## src/rtl/core/nirpd_pkg.sv

```systemverilog
// Shared types, constants and helper functions for the NEC IR pulse decoder.
`default_nettype none

package nirpd_pkg;

  // Field and register widths
  localparam int PERIOD_W  = 16;
  localparam int BYTE_W    = 8;
  localparam int CFG_IDX_W = 3;
  localparam int BIT_CNT_W = 6;
  localparam int NUM_CFG   = 8;

  // A full frame carries 32 data bits.
  localparam logic [BIT_CNT_W-1:0] FRAME_BITS = 6'd32;

  // Result kinds
  localparam logic KIND_FRAME  = 1'b0;
  localparam logic KIND_REPEAT = 1'b1;

  // Configuration register indexes
  localparam logic [CFG_IDX_W-1:0] REG_START_MIN  = 3'd0;
  localparam logic [CFG_IDX_W-1:0] REG_START_MAX  = 3'd1;
  localparam logic [CFG_IDX_W-1:0] REG_REPEAT_MIN = 3'd2;
  localparam logic [CFG_IDX_W-1:0] REG_REPEAT_MAX = 3'd3;
  localparam logic [CFG_IDX_W-1:0] REG_ONE_MIN    = 3'd4;
  localparam logic [CFG_IDX_W-1:0] REG_ONE_MAX    = 3'd5;
  localparam logic [CFG_IDX_W-1:0] REG_ZERO_MIN   = 3'd6;
  localparam logic [CFG_IDX_W-1:0] REG_ZERO_MAX   = 3'd7;

  // Reset values of the window bounds in timer ticks
  localparam logic [PERIOD_W-1:0] START_MIN_RST  = 16'd13400;
  localparam logic [PERIOD_W-1:0] START_MAX_RST  = 16'd13600;
  localparam logic [PERIOD_W-1:0] REPEAT_MIN_RST = 16'd11150;
  localparam logic [PERIOD_W-1:0] REPEAT_MAX_RST = 16'd11350;
  localparam logic [PERIOD_W-1:0] ONE_MIN_RST    = 16'd2150;
  localparam logic [PERIOD_W-1:0] ONE_MAX_RST    = 16'd2350;
  localparam logic [PERIOD_W-1:0] ZERO_MIN_RST   = 16'd1020;
  localparam logic [PERIOD_W-1:0] ZERO_MAX_RST   = 16'd1220;

  // Queue between classifier and frame assembler
  localparam int Q_DEPTH = 2;
  localparam int Q_PTR_W = 1;
  localparam int Q_CNT_W = 2;
  localparam logic [Q_CNT_W-1:0] Q_FULL_CNT = 2'd2;

  // Period classes, in falling priority
  typedef enum logic [1:0] {
    CLS_START,
    CLS_REPEAT,
    CLS_ONE,
    CLS_ZERO
  } cls_t;

  // One classified period handed to the queue
  typedef struct packed {
    logic valid;
    cls_t cls;
  } item_t;

  // Strict window test: lo < p < hi.
  function automatic logic in_window(input logic [PERIOD_W-1:0] p,
                                     input logic [PERIOD_W-1:0] lo,
                                     input logic [PERIOD_W-1:0] hi);
    in_window = (p > lo) && (p < hi);
  endfunction

  // Bit reversal of one byte.
  function automatic logic [BYTE_W-1:0] flip8(input logic [BYTE_W-1:0] v);
    logic [BYTE_W-1:0] r;
    for (int i = 0; i < BYTE_W; i++) begin
      r[i] = v[BYTE_W-1-i];
    end
    flip8 = r;
  endfunction

endpackage

`default_nettype wire

```

## src/rtl/core/nec_ir_pulse_decoder.sv

```systemverilog
// Top level of the NEC infrared pulse decoder.
`default_nettype none

// Decodes NEC remote frames from edge-to-edge periods given in timer ticks.
// Each accepted period is classified against the start, repeat, one and
// zero windows (strict bounds, in that priority) and placed in a two-entry
// queue; the frame assembler pops one entry per cycle while the result register
// is free or drains, shifts data bits into the four bytes and loads the result
// register on a checked 32nd bit or a repeat code. One period is accepted every
// cycle while the result register drains, and the queue absorbs a stall of the
// result channel until both entries are used.

module nec_ir_pulse_decoder (
  input  wire logic                              clk,
  input  wire logic                              rst_n,
  input  wire logic                              in_valid,
  output logic                                   in_ready,
  input  wire logic [nirpd_pkg::PERIOD_W-1:0]    in_pulse_period,
  output logic                                   out_valid,
  input  wire logic                              out_ready,
  output logic                                   out_kind,
  output logic [nirpd_pkg::BYTE_W-1:0]           out_address,
  output logic [nirpd_pkg::BYTE_W-1:0]           out_address_check,
  output logic [nirpd_pkg::BYTE_W-1:0]           out_command,
  input  wire logic                              cfg_valid,
  output logic                                   cfg_ready,
  input  wire logic [nirpd_pkg::CFG_IDX_W-1:0]   cfg_index,
  input  wire logic [nirpd_pkg::PERIOD_W-1:0]    cfg_data
);

  nirpd_pkg::item_t push;
  nirpd_pkg::cls_t  q_cls;
  logic             q_not_full, q_valid, pop;

  // Front end
  nirpd_classify u_classify (
    .clk             (clk),
    .rst_n           (rst_n),
    .in_valid        (in_valid),
    .in_ready        (in_ready),
    .in_pulse_period (in_pulse_period),
    .cfg_valid       (cfg_valid),
    .cfg_ready       (cfg_ready),
    .cfg_index       (cfg_index),
    .cfg_data        (cfg_data),
    .q_not_full      (q_not_full),
    .push            (push)
  );

  // Decoupling queue
  nirpd_queue u_queue (
    .clk      (clk),
    .rst_n    (rst_n),
    .push     (push),
    .not_full (q_not_full),
    .q_valid  (q_valid),
    .q_cls    (q_cls),
    .pop      (pop)
  );

  // Back end
  nirpd_frame u_frame (
    .clk               (clk),
    .rst_n             (rst_n),
    .q_valid           (q_valid),
    .q_cls             (q_cls),
    .pop               (pop),
    .out_valid         (out_valid),
    .out_ready         (out_ready),
    .out_kind          (out_kind),
    .out_address       (out_address),
    .out_address_check (out_address_check),
    .out_command       (out_command)
  );

endmodule

`default_nettype wire

```

## src/rtl/core/nirpd_classify.sv

```systemverilog
// Front end: window registers and classification of each accepted period.
`default_nettype none

module nirpd_classify (
  input  wire logic                              clk,
  input  wire logic                              rst_n,
  input  wire logic                              in_valid,
  output logic                                   in_ready,
  input  wire logic [nirpd_pkg::PERIOD_W-1:0]    in_pulse_period,
  input  wire logic                              cfg_valid,
  output logic                                   cfg_ready,
  input  wire logic [nirpd_pkg::CFG_IDX_W-1:0]   cfg_index,
  input  wire logic [nirpd_pkg::PERIOD_W-1:0]    cfg_data,
  input  wire logic                              q_not_full,
  output nirpd_pkg::item_t                       push
);

  logic [nirpd_pkg::PERIOD_W-1:0] start_min_r, start_max_r, repeat_min_r, repeat_max_r;
  logic [nirpd_pkg::PERIOD_W-1:0] one_min_r, one_max_r, zero_min_r, zero_max_r;
  logic hit_start, hit_repeat, hit_one, hit_zero;

  // Register writes are always taken.
  assign cfg_ready = 1'b1;

  // Window bound registers
  always_ff @(posedge clk) begin
    if (!rst_n) begin
      start_min_r  <= nirpd_pkg::START_MIN_RST;
      start_max_r  <= nirpd_pkg::START_MAX_RST;
      repeat_min_r <= nirpd_pkg::REPEAT_MIN_RST;
      repeat_max_r <= nirpd_pkg::REPEAT_MAX_RST;
      one_min_r    <= nirpd_pkg::ONE_MIN_RST;
      one_max_r    <= nirpd_pkg::ONE_MAX_RST;
      zero_min_r   <= nirpd_pkg::ZERO_MIN_RST;
      zero_max_r   <= nirpd_pkg::ZERO_MAX_RST;
    end else if (cfg_valid) begin
      case (cfg_index)
        nirpd_pkg::REG_START_MIN:  start_min_r  <= cfg_data;
        nirpd_pkg::REG_START_MAX:  start_max_r  <= cfg_data;
        nirpd_pkg::REG_REPEAT_MIN: repeat_min_r <= cfg_data;
        nirpd_pkg::REG_REPEAT_MAX: repeat_max_r <= cfg_data;
        nirpd_pkg::REG_ONE_MIN:    one_min_r    <= cfg_data;
        nirpd_pkg::REG_ONE_MAX:    one_max_r    <= cfg_data;
        nirpd_pkg::REG_ZERO_MIN:   zero_min_r   <= cfg_data;
        nirpd_pkg::REG_ZERO_MAX:   zero_max_r   <= cfg_data;
        default: ;
      endcase
    end
  end

  // The input is taken whenever the queue has room.
  assign in_ready = q_not_full;

  // Window hits
  assign hit_start  = nirpd_pkg::in_window(in_pulse_period, start_min_r, start_max_r);
  assign hit_repeat = nirpd_pkg::in_window(in_pulse_period, repeat_min_r, repeat_max_r);
  assign hit_one    = nirpd_pkg::in_window(in_pulse_period, one_min_r, one_max_r);
  assign hit_zero   = nirpd_pkg::in_window(in_pulse_period, zero_min_r, zero_max_r);

  // Priority pick; a period in no window is dropped here.
  always_comb begin
    push.valid = in_valid && in_ready &&
                 (hit_start || hit_repeat || hit_one || hit_zero);
    if (hit_start) begin
      push.cls = nirpd_pkg::CLS_START;
    end else if (hit_repeat) begin
      push.cls = nirpd_pkg::CLS_REPEAT;
    end else if (hit_one) begin
      push.cls = nirpd_pkg::CLS_ONE;
    end else begin
      push.cls = nirpd_pkg::CLS_ZERO;
    end
  end

endmodule

`default_nettype wire

```

## src/rtl/core/nirpd_queue.sv

```systemverilog
// Two-entry queue of classified periods between front end and frame assembler.
`default_nettype none

module nirpd_queue (
  input  wire logic               clk,
  input  wire logic               rst_n,
  input  wire nirpd_pkg::item_t   push,
  output logic                    not_full,
  output logic                    q_valid,
  output nirpd_pkg::cls_t         q_cls,
  input  wire logic               pop
);

  nirpd_pkg::cls_t                 mem_r [nirpd_pkg::Q_DEPTH];
  logic [nirpd_pkg::Q_PTR_W-1:0]   wr_ptr_r, rd_ptr_r;
  logic [nirpd_pkg::Q_CNT_W-1:0]   count_r, count_nxt;
  logic                            do_pop;

  assign not_full = (count_r != nirpd_pkg::Q_FULL_CNT);
  assign q_valid  = (count_r != '0);
  assign q_cls    = mem_r[rd_ptr_r];
  assign do_pop   = pop && q_valid;

  // Occupancy update
  always_comb begin
    count_nxt = count_r;
    if (push.valid && !do_pop) begin
      count_nxt = count_r + 1'b1;
    end else if (!push.valid && do_pop) begin
      count_nxt = count_r - 1'b1;
    end
  end

  // Pointers and count
  always_ff @(posedge clk) begin
    if (!rst_n) begin
      wr_ptr_r <= '0;
      rd_ptr_r <= '0;
      count_r  <= '0;
    end else begin
      count_r <= count_nxt;
      if (push.valid) begin
        wr_ptr_r <= wr_ptr_r + 1'b1;
      end
      if (do_pop) begin
        rd_ptr_r <= rd_ptr_r + 1'b1;
      end
    end
  end

  // Entry storage
  always_ff @(posedge clk) begin
    if (push.valid) begin
      mem_r[wr_ptr_r] <= push.cls;
    end
  end

endmodule

`default_nettype wire

```

## src/rtl/core/nirpd_frame.sv

```systemverilog
// Back end: bit counter, byte shift registers, frame check and result register.
`default_nettype none

module nirpd_frame (
  input  wire logic                            clk,
  input  wire logic                            rst_n,
  input  wire logic                            q_valid,
  input  wire nirpd_pkg::cls_t                 q_cls,
  output logic                                 pop,
  output logic                                 out_valid,
  input  wire logic                            out_ready,
  output logic                                 out_kind,
  output logic [nirpd_pkg::BYTE_W-1:0]         out_address,
  output logic [nirpd_pkg::BYTE_W-1:0]         out_address_check,
  output logic [nirpd_pkg::BYTE_W-1:0]         out_command
);

  logic [nirpd_pkg::BIT_CNT_W-1:0] bits_r, bits_nxt;
  logic [nirpd_pkg::BYTE_W-1:0]    addr_r, addr_nxt, addr_inv_r, addr_inv_nxt;
  logic [nirpd_pkg::BYTE_W-1:0]    cmd_r, cmd_nxt, cmd_inv_r, cmd_inv_nxt;
  logic                            out_valid_r, out_valid_nxt;
  logic                            kind_r;
  logic [nirpd_pkg::BYTE_W-1:0]    address_r, address_check_r, command_r;
  logic                            result, result_kind, bit_val;

  // Take the next queue entry whenever the result register is free or drains.
  assign pop     = q_valid && (!out_valid_r || out_ready);
  assign bit_val = (q_cls == nirpd_pkg::CLS_ONE);

  // State update for the popped period
  always_comb begin
    bits_nxt     = bits_r;
    addr_nxt     = addr_r;
    addr_inv_nxt = addr_inv_r;
    cmd_nxt      = cmd_r;
    cmd_inv_nxt  = cmd_inv_r;
    result       = 1'b0;
    result_kind  = nirpd_pkg::KIND_FRAME;
    if (pop) begin
      case (q_cls)
        nirpd_pkg::CLS_START: begin
          bits_nxt     = '0;
          addr_nxt     = '0;
          addr_inv_nxt = '0;
          cmd_nxt      = '0;
          cmd_inv_nxt  = '0;
        end
        nirpd_pkg::CLS_REPEAT: begin
          result      = 1'b1;
          result_kind = nirpd_pkg::KIND_REPEAT;
        end
        nirpd_pkg::CLS_ONE, nirpd_pkg::CLS_ZERO: begin
          if (bits_r < nirpd_pkg::FRAME_BITS) begin
            // Bits 4:3 of the count pick the byte being filled.
            case (bits_r[4:3])
              2'd0:    addr_nxt     = {addr_r[nirpd_pkg::BYTE_W-2:0], bit_val};
              2'd1:    addr_inv_nxt = {addr_inv_r[nirpd_pkg::BYTE_W-2:0], bit_val};
              2'd2:    cmd_nxt      = {cmd_r[nirpd_pkg::BYTE_W-2:0], bit_val};
              default: cmd_inv_nxt  = {cmd_inv_r[nirpd_pkg::BYTE_W-2:0], bit_val};
            endcase
            bits_nxt = bits_r + 1'b1;
            if ((bits_nxt == nirpd_pkg::FRAME_BITS) && (cmd_nxt == ~cmd_inv_nxt)) begin
              result = 1'b1;
            end
          end
        end
        default: ;
      endcase
    end
  end

  // Result register valid flag
  always_comb begin
    if (result) begin
      out_valid_nxt = 1'b1;
    end else if (out_ready) begin
      out_valid_nxt = 1'b0;
    end else begin
      out_valid_nxt = out_valid_r;
    end
  end

  // Control and shift state
  always_ff @(posedge clk) begin
    if (!rst_n) begin
      bits_r      <= '0;
      addr_r      <= '0;
      addr_inv_r  <= '0;
      cmd_r       <= '0;
      cmd_inv_r   <= '0;
      out_valid_r <= 1'b0;
    end else begin
      bits_r      <= bits_nxt;
      addr_r      <= addr_nxt;
      addr_inv_r  <= addr_inv_nxt;
      cmd_r       <= cmd_nxt;
      cmd_inv_r   <= cmd_inv_nxt;
      out_valid_r <= out_valid_nxt;
    end
  end

  // Result payload, bytes turned so the first received bit lands in bit 0
  always_ff @(posedge clk) begin
    if (result) begin
      kind_r          <= result_kind;
      address_r       <= nirpd_pkg::flip8(addr_nxt);
      address_check_r <= nirpd_pkg::flip8(addr_inv_nxt);
      command_r       <= nirpd_pkg::flip8(cmd_nxt);
    end
  end

  assign out_valid         = out_valid_r;
  assign out_kind          = kind_r;
  assign out_address       = address_r;
  assign out_address_check = address_check_r;
  assign out_command       = command_r;

endmodule

`default_nettype wire

```

## config.mk

```make
export PLATFORM = sky130hd
export DESIGN_NAME = nec_ir_pulse_decoder
export DESIGN_NICKNAME = d
export VERILOG_FILES = /design/src/rtl/core/nirpd_pkg.sv /design/src/rtl/core/nec_ir_pulse_decoder.sv /design/src/rtl/core/nirpd_classify.sv /design/src/rtl/core/nirpd_queue.sv /design/src/rtl/core/nirpd_frame.sv
export SDC_FILE = /design/constraint.sdc
export NUM_CORES = 1
export LEC_CHECK = 0
export ABC_AREA = 1
export BUFFER_PORTS_ARGS = -buffer_cell sky130_fd_sc_hd__buf_2
export CORE_UTILIZATION = 56
export CTS_CLUSTER_SIZE = 14
export DETAILED_ROUTE_END_ITERATION = 7
export PLACE_DENSITY = 0.86
export SLEW_MARGIN = 20
export SYNTH_ARGS = -nofsm -noshare
export SYNTH_HDL_FRONTEND = slang
export SYNTH_SLANG_ARGS = --single-unit
```

## constraint.sdc

```tcl
create_clock -name clk -period 5.6 [get_ports clk]
set_input_delay 0 -clock clk [delete_from_list [all_inputs] [get_ports clk]]
set_output_delay 0 -clock clk [all_outputs]
set_load 0.05 [all_outputs]
```

# [Word-level counts from Yosys, hierarchy flattened]
# Memory sizes are Yosys's and may differ from the RTL's. A register that Yosys moved wholly into a read port is not among the register bits.
# Index checks and enable logic that the tools add are counted.
[classes] n_addsub=5 n_lt_le_gt_ge=9 n_eq_ne=16 muxes=39 n_bitwise=1 reduce_logical=36
[op_table] operator="$mux 8" n=17
[op_table] operator="$gt 16x16->1" n=4
[op_table] operator="$lt 16x16->1" n=4
[op_table] operator="$pmux 8 s2" n=4
[op_table] operator="$reduce_and 2->1" n=8
[op_table] operator="$eq 3x3->1 const B" n=4
[op_table] operator="$pmux 6 s2" n=1
[op_table] operator="$logic_and 1x1->1" n=11
[op_table] operator="$mux 1" n=11
[op_table] operator="$eq 8x8->1" n=1
[op_table] operator="$mux 2" n=4
[op_table] operator="$not 8->8" n=1
[op_table] operator="$reduce_bool 2->1" n=4
[op_table] operator="$add 6x1->6 const B" n=1
[op_table] operator="$eq 2x2->1 const B" n=3
[op_table] operator="$eq 3x2->1 const B" n=2
[op_table] operator="$eq 6x6->1 const B" n=1
[op_table] operator="$lt 6x6->1 const B" n=1
[op_table] operator="$mux 6" n=1
[op_table] operator="$eq 2x1->1 const B" n=2
[op_table] operator="$logic_not 2->1" n=2
[op_table] operator="$logic_or 1x1->1" n=4
[op_table] operator="$eq 3x1->1 const B" n=1
[op_table] operator="$logic_not 1->1" n=3
[op_table] operator="10 further kinds" n=11
[word_totals] regBits=196 ram_bits=4 output_inout_bits=28 wordCells=128 n_memories=1
[memory_table] name="u_queue.mem_r" depth=2 word_bits=2 read_ports=1 rd_ports_with_merged_regs=1 wr=1 line_no="nirpd_queue.sv:14" source="nirpd_pkg::cls_t mem_r [nirpd_pkg::Q_DEPTH];"

# [Logic depth before layout (Yosys ltp)]
# Gate-level depths: netlist (run 1).
[logic_depth] ltp_word=14 depth_mapped=20 depth_no_buf=20

# [Cells and area by module]
# Synthesis (run 1) repeated with hierarchy kept, for this count alone.
[hier_totals] hier_cells=1446 hier_area_um2=11013.1
[by_module_without_submodules] module="nirpd_classify" n_inst=1 cells_per_inst=987 area_each_um2=7581.0 seq_area_each_um2=2562.5
[by_module_without_submodules] module="nirpd_frame" n_inst=1 cells_per_inst=417 area_each_um2=3051.7 seq_area_each_um2=1531.5
[by_module_without_submodules] module="nirpd_queue" n_inst=1 cells_per_inst=42 area_each_um2=380.4 seq_area_each_um2=220.2

# [Least setup slack after synthesis (run 1)]
# No wires, ideal clock.
[synth_path] kind="reg2reg" startpoint="register u_frame.out_valid_r, in the netlist u_frame.out_valid" endpoint="register u_frame.address_r (netlist bit u_frame.out_address[0]), enable pin" setup_ns=0.382 arrival_time_ns=1.966 required_ns=5.218 slack_ns=3.252 path_stages_with_launch=11 path_buffers=0 synth_period_minus_slack_ns=2.348 path_cell_list="dfxtp_1 -> inv_1 -> nor2_1 -> a21oi_2 -> nand2_1 -> nor2_2 -> nand2_1 -> a22o_1 -> nor2_1 -> nand2_1 -> nand2_1"
[synth_between] elab_chain_cells=4
[synth_lines] item="start, declared" line_no="nirpd_frame.sv:21" source="logic out_valid_r, out_valid_nxt;"
[synth_lines] item="start signal, assigned" line_no="nirpd_frame.sv:98" source="out_valid_r <= out_valid_nxt;"
[synth_lines] item="$logic_not 1->1" line_no="nirpd_frame.sv:27" source="assign pop = q_valid && (!out_valid_r || out_ready);"
[synth_lines] item="$logic_or 1x1->1" line_no="nirpd_frame.sv:27"
[synth_lines] item="$logic_and 1x1->1" line_no="nirpd_frame.sv:27"
[synth_lines] item="$mux 1" line_no="nirpd_frame.sv:39" source="if (pop) begin"
[synth_lines] item="end signal, assigned" line_no="nirpd_frame.sv:106" source="address_r <= nirpd_pkg::flip8(addr_nxt);"
[synth_lines] item="end, declared" line_no="nirpd_frame.sv:23" source="logic [nirpd_pkg::BYTE_W-1:0] address_r, address_check_r, command_r;"
# No other way between the ends.
# A chain may end at the register's enable or synchronous reset.

# [Worst setup path after layout (run 1)]
[layout_path] startpoint="register u_queue.count_r[1] (netlist bit)" endpoint="register u_frame.address_r (netlist bit u_frame.out_address[3]), enable pin"
[layout_between] elab_chain_cells=3
[layout_lines] item="start, declared" line_no="nirpd_queue.sv:16" source="logic [nirpd_pkg::Q_CNT_W-1:0] count_r, count_nxt;"
[layout_lines] item="start signal, assigned" line_no="nirpd_queue.sv:41" source="count_r <= count_nxt;"
[layout_lines] item="$reduce_bool 2->1" line_no="nirpd_queue.sv:20" source="assign q_valid = (count_r != '0);"
[layout_lines] item="$logic_and 1x1->1" line_no="nirpd_frame.sv:27"
[layout_lines] item="$mux 1" line_no="nirpd_frame.sv:39"
# No other way between the ends.

==> metrics.cfg, run 1 <==
[yosys]
syn_area_per_cell_um2=7.84
synth_top_family_by_area=compound AO/OA/AOI/OAI gates
async_reset_ff_share_pct=0
synth-simple-area-share_pct=13.9
synthTopCellsByArea=dfxtp_1, ha_1, inv_1
yosys.area_share.adder_pct=15.0
synthXorXnorAreaFrac_pct=0.331
yosys_register_bits=201
synth.top_cells.by_count=inv_1, nand2_1, dfxtp_1
synth_enable_flop_cells=29
synth.area.mux_share_pct=0.0945
netlist_instances=1351
yosys.area.top_type_share_pct=32.5
yosysMostFrequentCell=inv_1
synth_cell_types=42
synth_compound_area_share_pct=19.4
synthFlopType=dfxtp_1
synth.largest_area_cell=dfxtp_1
synth_area_um2=10600
yosysSeqAreaShare_pct=40.7
synth_nets=1518
synth_warnings=0

[clocking]
cts_buffer_depth=3
root_buffer=clkbuf_16
clkLatencyLatePin_ns=0.52
clk_pin_slew_ns=0.06
h-tree-depth=1
cts_made_buffers=22
cts_tree=yes
cts.sinks=201

[routing]
routed_wirelength_um=24400
highest_layer=met4
ant_nets=0
wl_met1_um=10500
drt_pre_antenna_iters=5
wl_per_cell_um=14.6
wl_met2_um=11900
drcViolationCount=0
num_vias=9070
drt_iter0_markers=651
wl_met3_um=1140
viasPerCell=5.43

[global_route]
grt_pass1_vias=8627
grt_max_degree=127
antenna_found_initial=0
grt_pass1_wl_um=40600
track_usage_pct=25.5
grt_overflow=0

[timing]
max_freq_ghz=0.348
timing.final.crit_period_ns=2.87
report.final.hold_viol_count=0
rsz0062_at_grt=false
worstMarginPinSlew_ns=0.973
whs_ns=0.0402
final.setup_skew_ns=0.0224
maxSlewHeadroom_pct=34.9
setup_viol=0
maxSlewViolCount=0
tns_ns=0
period_share_pct=51.3

[critical_path]
crit_buf_inv=1
cp_data_required_time_ns=5.72
cp_slowest_stage_delay_ns=0.72
cp.depth=9
reg2regPathDepth=9
cp_common_cell=nand2_1
start_kind=flop
cp_slowest_cell=nand2_1
critPathCaptureType=flop
cp_cell_sequence=inv_1 -> a21oi_2 -> nand2_1 -> nor2_2 -> nand2_1 -> a22o_1 -> nor2_1 -> nand2_1 -> nand2_1
crit_family=simple AND/OR/NAND/NOR gates
arrival_ns=2.99
critPathKind=flop to flop
critical_path_peak_fanout=25

[run_status]
run_status=finished clean

[placed_design]
io_buffers=66
gp_routability_congestion=0.916
dp_hpwl_um=16500

[finish]
drive_above_1_share_pct=8.75
fin_nets=1592
area_growth_syn_to_layout_pct=13.2
n_antenna_cell=0
fill_cells=1520

[power]
p_leak_nw=5.45
power_density_nw_per_um2=324
irDropWorstVdd_v=0.000235

[die]
die-area_um2=19500
die_x_um=140
start_util_pct=58.0
rows=49
die_height_um=140
io-pin-count=68
core_um2=18300

[flow_run]
drv_cap=0

[hold_path]
hold_class=primary input to flop
hold_depth=4

==> state kept, by name, summed over array words and instances, names as in the netlist, 4 cells and up, named ones only <==
| signal | flops |
|---|---|
| u_frame.out_address_check | 8 |
| u_frame.out_address | 8 |
| u_classify.repeat_min_r | 16 |
| u_queue.mem_r | 4 |
| u_classify.zero_max_r | 16 |
| u_frame.cmd_inv_r | 8 |
| u_frame.out_command | 8 |
| u_frame.cmd_r | 8 |
| u_frame.addr_r | 8 |
| u_frame.addr_inv_r | 8 |
| u_frame.bits_r | 6 |
| u_classify.repeat_max_r | 16 |
| u_classify.start_max_r | 16 |
| u_classify.zero_min_r | 16 |
| u_classify.one_max_r | 16 |
| u_classify.start_min_r | 16 |
| u_classify.one_min_r | 16 |
==> layout make-up <==
class	count	area (um2)	share of cell area [%]
multi-input combinational	862	5160	43.1
sequential	201	4310	36.0
inverter	245	922	7.69
clock buffer	38	713	5.95
timing repair buffer	93	587	4.89
tap	229	287	2.39
clock inverter	1	5.00	0.0417
==> path summary, 6_finish.rpt <==
| check | slack [ns] | end | start |
|---|---|---|---|
| worst max-delay path | 2.73 | u_frame.out_address[3] | u_queue.count_r[1] |
| worst min-delay path | 0.04 | u_classify.zero_max_r[2] | cfg_index[1] |
| worst max register to register | 2.73 | u_frame.out_address[3] | u_queue.count_r[1] |
| worst min register to register | 0.45 | u_classify.one_min_r[3] | u_classify.one_min_r[3] |
==> kinds of logic after synthesis <==
group / after synthesis
AND/OR/NAND/NOR: 373
AO/OA/AOI/OAI: 356
buffers and inverters: 288
flip-flops: 201
adder cells (fa/ha/maj): 127
XOR/XNOR: 4
other: 1
multiplexers: 1
==> report_power, final <==
group / leakage (nW) / switching [mW] / total, mW / internal, mW
Clock: 0.352 / 0.571 / 1.43 / 0.859
Sequential: 1.67 / 0.0380 / 1.63 / 1.59
Combinational: 3.42 / 0.610 / 0.833 / 0.223
==> routing by layer <==
layer,track usage [%],vias up
met3,3.20,76
met4,10.2,0
li1,-,4596
met5,0,-
met1,31.0,4132
met2,45.6,266
==> through the flow <==
stage / std cells / instance area (um2) / power, mW / setup WS [ns] / utilization (%)
global placement: 1611 / 11100 / 2.43 / 2.91 / 60.6
detailed placement: 1611 / 11100 / 2.46 / 2.79 / 60.6
global route: 1669 / 12000 / 4.05 / 2.41 / 65.6
floorplan: 1351 / 10600 / 2.27 / 3.25 / -
CTS: 1669 / 12000 / 3.90 / 2.75 / 65.6
finish: 1669 / 12000 / 3.89 / 2.73 / 65.6
==> tightest hold or removal path, cell delays in order <==
cell	delay, ns
buf_2	0.11
nand2_1	0.08
nor2_1	0.15
o21ai_0	0.17
==> cell usage in the layout, fill, tap and decap left out, drive strengths merged, types with 2 or more instances in the layout <==
| cell | count |
|---|---|
| nand4 | 9 |
| xor2 | 3 |
| dlygate4sd3 | 19 |
| a21boi | 2 |
| nor2 | 100 |
| dfxtp | 172 |
| buf | 74 |
| edfxtp | 29 |
| ha | 127 |
| o211ai | 46 |
| nor3 | 6 |
| nand3 | 14 |
| o21bai | 3 |
| a21oi | 154 |
| inv | 245 |
| a21o | 2 |
| or2 | 5 |
| o21a | 8 |
| nand2 | 235 |
| clkbuf | 38 |
| o21ai | 114 |
| nor4 | 2 |
| o22ai | 24 |
==> what timing repair did <==
| item | in CTS | in global routing |
|---|---|---|
| buffers inserted | 0 | 0 |
| endpoints found under the hold margin | 132 | 0 |
| hold buffers | 19 | 0 |
| resized for setup | 0 | 0 |
No activity file was read; power rests on OpenSTA's default activity.
==> inputs of run 2 (changes only) <==
--- a/config.mk
+++ b/config.mk
@@ -7,10 +7,10 @@
 export LEC_CHECK = 0
 export ABC_AREA = 1
 export BUFFER_PORTS_ARGS = -buffer_cell sky130_fd_sc_hd__buf_2
-export CORE_UTILIZATION = 56
+export CORE_UTILIZATION = 55
 export CTS_CLUSTER_SIZE = 14
 export DETAILED_ROUTE_END_ITERATION = 7
-export PLACE_DENSITY = 0.86
+export PLACE_DENSITY = 0.88
 export SLEW_MARGIN = 20
 export SYNTH_ARGS = -nofsm -noshare
 export SYNTH_HDL_FRONTEND = slang
==> constraint.sdc (replaced) <==
create_clock -name clk -period 2.4 [get_ports clk]
set_input_delay 0 -clock clk [delete_from_list [all_inputs] [get_ports clk]]
set_output_delay 0 -clock clk [all_outputs]
set_load 0.05 [all_outputs]
==> metrics.cfg, run 2 (synthesized netlist as in run 1, its figures left out) <==
[clocking]
clkLatencyLatePin_ns=0.51
cts_tree=yes
cts_made_buffers=22
clk_pin_slew_ns=0.06
h-tree-depth=1
cts_buffer_depth=3
root_buffer=clkbuf_16
cts.sinks=201

[critical_path]
critical_path_peak_fanout=3
cp_common_cell=o21ai_1
reg2reg_to=u_queue.count_r[1]
rrSetupSlack_ns=-0.02
crit_family=simple AND/OR/NAND/NOR gates
crit_buf_inv=2
reg2regPathDepth=15
cp_slowest_stage_delay_ns=0.31
r2r_start=u_classify.one_max_r[15]
arrival_ns=2.81
start_kind=flop
cp_cell_sequence=inv_1 -> ha_1 -> a21o_1 -> nor2_2 -> o21ai_2 -> nor2_1 -> nand3_2 -> nand4_1 -> nand2_1 -> inv_2 -> ha_4 -> a21oi_2 -> o21ai_1 -> o21ai_1 -> a21oi_1
cp_slowest_cell=dfxtp_1
cp_data_required_time_ns=2.79
critPathCaptureType=flop
critPathKind=flop to flop

[die]
die-area_um2=19800
die_height_um=141
io-pin-count=68
die_x_um=141
start_util_pct=56.5
core_um2=18800
rows=50

[global_route]
grt_overflow=0
grt_pass1_vias=9043
grt_pass1_wl_um=41600
grt_max_degree=66
track_usage_pct=25.7
antenna_found_initial=0

[hold_path]
hold_depth=6
hold_class=primary input to flop
worstHoldStart=cfg_index[1]
min_to=u_classify.one_max_r[1]

[flow_run]
drv_cap=0

[routing]
ant_nets=0
num_vias=9325
routed_wirelength_um=25800
wl_per_cell_um=15.2
drt_pre_antenna_iters=5
viasPerCell=5.48
drt_iter0_markers=657
drcViolationCount=0

[finish]
final_cell_count_no_fill=1702
fin_nets=1620
fin_util_pct=66.5
layout_common_cells=inv_1, nand2_1, dfxtp_1, a21oi_1, ha_1
mostFrequentLayoutCell=inv_1
area_growth_syn_to_layout_pct=17.8
n_antenna_cell=0
drive_above_1_share_pct=13.6

[placed_design]
dp_hpwl_um=17100
dp_cells=1635
place_ws_ns=-0.148
io_buffers=66
gp_routability_congestion=0.862

[timing]
maxSlewHeadroom_pct=58.5
maxSlewViolCount=0
timing.final.crit_period_ns=2.42
rsz0062_at_grt=true
worstMarginPinSlew_ns=0.622
report.final.hold_viol_count=0
fin_ws_ns=-0.0199
period_share_pct=101
setup_viol=1
whs_ns=0.0270
max_freq_ghz=0.413
final.setup_skew_ns=0.0132

[run_status]
violations=negative setup slack
run_status=finished with violations

[power]
p_leak_nw=5.60
irDropWorstVdd_v=0.000584
power_mw=9.32
power_density_nw_per_um2=746

==> run 2: worst max-delay path by stage <==
stage / start / endpoint / slack [ns] / cells past startpoint
after global placement: u_classify.zero_min_r[15] / u_queue.count_r[1] / -0.07 / 16
after detailed placement: u_classify.one_min_r[15] / u_queue.count_r[1] / -0.15 / 16
final: u_classify.one_max_r[15] / u_queue.count_r[1] / -0.02 / 15
after global routing: u_classify.one_min_r[7] / u_queue.count_r[1] / -0.13 / 16
after floorplan: u_frame.out_valid / u_frame.out_address[0] / 0.05 / 10
after CTS: u_classify.one_max_r[15] / u_queue.count_r[1] / 0.03 / 15
==> run 2: where the power goes <==
group	total, mW	leakage (nW)	switching [mW]	internal (mW)
logic	2.11	3.57	1.49	0.621
clock network	3.41	0.354	1.36	2.05
registers	3.79	1.67	0.0880	3.70
total	9.32	5.60	2.94	6.38
==> run 2: metrics by stage <==
stage | cell area (um2) | setup TNS [ns]
final | 12500 | -0.0199
after detailed placement | 11200 | -0.148
after global placement | 11200 | -0.0680
after CTS | 12200 | 0
after floorplan | 10600 | 0
after global routing | 12500 | -2.09
==> run 2: routing by layer <==
layer	part of all wire [%]	vias to the layer above	global-route usage [%]	routed length [um]
li1	-	4631	-	-
met1	41	4285	30.7	10600
met2	49	328	46.6	12700
met3	5.8	81	3.43	1500
met4	3.6	0	10.2	938
met5	0	-	0	0
==> run 2: worst min-delay path, cell delays in order <==
cell and delay [ns]:
buf_2 0.10, inv_1 0.05, nand2_1 0.08, nor2_1 0.09, nand2_1 0.07, o211ai_1 0.08
==> run 2: cell type report <==
cell class	count	area, um2
fillers	1430	6280
multi-input cells	862	5410
flip-flops and latches	201	4320
inverters	245	922
repair buffers	121	811
clock buffers	31	636
well taps	234	293
clock inverters	8	90.1
==> run 2: repair_timing <==
item,CTS,global route
pin swaps,5,14
setup buffers,2,5
resized for setup,9,47
cloned,0,0
hold buffers,21,0
endpoints found under the hold margin,130,0
endpoints found under the setup margin,2,27
==> inputs of run 3 (changes only) <==
--- a/config.mk
+++ b/config.mk
@@ -10,6 +10,7 @@
 export CORE_UTILIZATION = 55
 export CTS_CLUSTER_SIZE = 14
 export DETAILED_ROUTE_END_ITERATION = 7
+export GPL_TIMING_DRIVEN = 0
 export PLACE_DENSITY = 0.88
 export SLEW_MARGIN = 20
 export SYNTH_ARGS = -nofsm -noshare
==> metrics.cfg, run 3 (synthesized netlist as in run 1, its figures left out) <==
[run_status]
run_status=finished with violations
violations=negative setup slack

[clocking]
cts_buffer_depth=3
h-tree-depth=1
cts.sinks=201
clk_pin_slew_ns=0.07
root_buffer=clkbuf_16
cts_made_buffers=22
clkLatencyLatePin_ns=0.52
cts_tree=yes

[finish]
layout_common_cells=inv_1, nand2_1, dfxtp_1, a21oi_1, o21ai_0
drive_above_1_share_pct=15.5
fin_nets=1638
area_growth_syn_to_layout_pct=20.3
n_antenna_cell=0
final_cell_count_no_fill=1718
fill_cells=1375
mostFrequentLayoutCell=inv_1

[global_route]
track_usage_pct=28.5
grt_pass1_wl_um=44800
grt_pass1_vias=9333
grt_max_degree=26
antenna_found_initial=0
grt_overflow=0

[routing]
wl_per_cell_um=17.6
drcViolationCount=0
routed_wirelength_um=30200
drt_iter0_markers=844
num_vias=9909
drt_pre_antenna_iters=5
ant_nets=0
viasPerCell=5.77

[timing]
period_share_pct=108
whs_ns=0.0366
maxSlewViolCount=0
tns_ns=-0.476
worstMarginPinSlew_ns=0.824
fin_ws_ns=-0.181
maxSlewHeadroom_pct=44.8
setup_viol=6
timing.final.crit_period_ns=2.58
report.final.hold_viol_count=0
rsz0062_at_grt=true
max_freq_ghz=0.387
final.setup_skew_ns=0.0155

[power]
irDropWorstVdd_v=0.000564
p_int_mw=6.38
clock_power_share_pct=35.4
switchingPower_mw=3.07
p_leak_nw=5.55
power_frac_comb_pct=24.4
p_seq_share_pct=40.2
swShare_pct=32.5
power_density_nw_per_um2=741

[critical_path]
r2r_start=u_classify.repeat_max_r[6]
reg2regPathDepth=16
rrSetupSlack_ns=-0.18
arrival_ns=2.98
critPathKind=flop to flop
cp_data_required_time_ns=2.79
critPathCaptureType=flop
start_kind=flop
critical_path_peak_fanout=2
reg2reg_to=u_queue.count_r[1]

[die]
die_height_um=141
rows=50
start_util_pct=56.5
die-area_um2=19800
core_um2=18800
io-pin-count=68
die_x_um=141

[hold_path]
min_to=u_classify.one_max_r[1]
worstHoldStart=cfg_index[2]
hold_class=primary input to flop
hold_depth=5

[placed_design]
dp_hpwl_um=19200
io_buffers=65
gp_routability_congestion=0.901
dp_cells=1650

[flow_run]
drv_cap=0

[run 3: changes by cell type in the layout (fill, tap and decap cells not counted), moves of 9 or more]
| cell | previous run | this run |
|---|---|---|
| inv_1 | 233 | 224 |
| nand2_1 | 231 | 220 |
| buf_4 | 34 | 14 |
| inv_2 | 11 | 20 |
| ha_4 | 12 | 26 |
| clkbuf_1 | 5 | 39 |
| nand2_2 | 3 | 14 |
| ha_1 | 115 | 100 |
[run 3: layout make-up]
cell class	count	area, um2	share of cell area, %
Clock inverter	9	95.1	0.746
Tap cell	234	293	2.30
Inverter	245	922	7.24
Timing Repair Buffer	96	613	4.81
Buffer	43	194	1.52
Sequential cell	201	4320	33.9
Multi-Input combinational cell	862	5700	44.7
Clock buffer	28	604	4.74
[run 3: layer usage]
layer / up-vias / share of wire [%] / track usage, %
met5: - / 0 / 0
met4: 0 / 6.1 / 14.8
met3: 175 / 8.8 / 4.04
met2: 528 / 48 / 50.8
met1: 4516 / 37 / 33.2
li1: 4690 / - / -
[run 3: how the worst max path moves through the flow]
stage | startpoint | endpoint | slack (ns) | cells past startpoint
floorplan | u_frame.out_valid | u_frame.out_address[0] | 0.05 | 10
global placement | u_frame.bits_r[4] | u_frame.out_address[2] | -0.32 | 9
detailed placement | u_frame.bits_r[4] | u_frame.out_address[3] | -0.36 | 9
CTS | u_classify.repeat_min_r[7] | u_queue.count_r[1] | 0.004 | 16
global route | u_classify.one_min_r[3] | u_queue.count_r[1] | -0.18 | 16
finish | u_classify.repeat_max_r[6] | u_queue.count_r[1] | -0.18 | 16
[run 3: repair_timing]
action                                  in CTS  in global routing
pin swaps                                    7                 40
endpoints found under the setup margin      27                 32
hold buffers                                19                  0
gates resized for setup                     16                 94
endpoints found under the hold margin      126                  0
buffers inserted                             9                  6
[run 3: power by group through the flow]
stage	Sequential, mW	Clock (mW)	Combinational, mW
after detailed placement	3.86	0	1.95
after global routing	3.82	3.50	2.47
after floorplan	4.26	0	1.03
final	3.80	3.35	2.30
after CTS	3.79	3.35	2.08
after global placement	3.85	0	1.90
[run 3: worst max-delay path, cell delays in order, from the launching register on]
cell,delay (ns)
dfxtp_1,0.31
inv_1,0.05
ha_1,0.28
nand2_2,0.08
nor2_1,0.05
nor3_1,0.25
nand2_1,0.19
nand2_1,0.12
nand3_2,0.12
nand4_1,0.17
nand2_2,0.09
inv_2,0.10
ha_4,0.20
a21oi_2,0.15
o21ai_2,0.09
o21ai_1,0.15
a21oi_1,0.06
[run 3: metrics by stage]
step                      total power, mW  utilization (%)  cell area [um2]  worst slack, ns
after floorplan                      5.29                -            10600           0.0523
after global placement               5.75             59.7            11200           -0.317
after detailed placement             5.82             59.7            11200           -0.356
after CTS                            9.22             65.2            12200          0.00430
after global routing                 9.80             67.9            12700           -0.179
final                                9.44             67.9            12700           -0.181
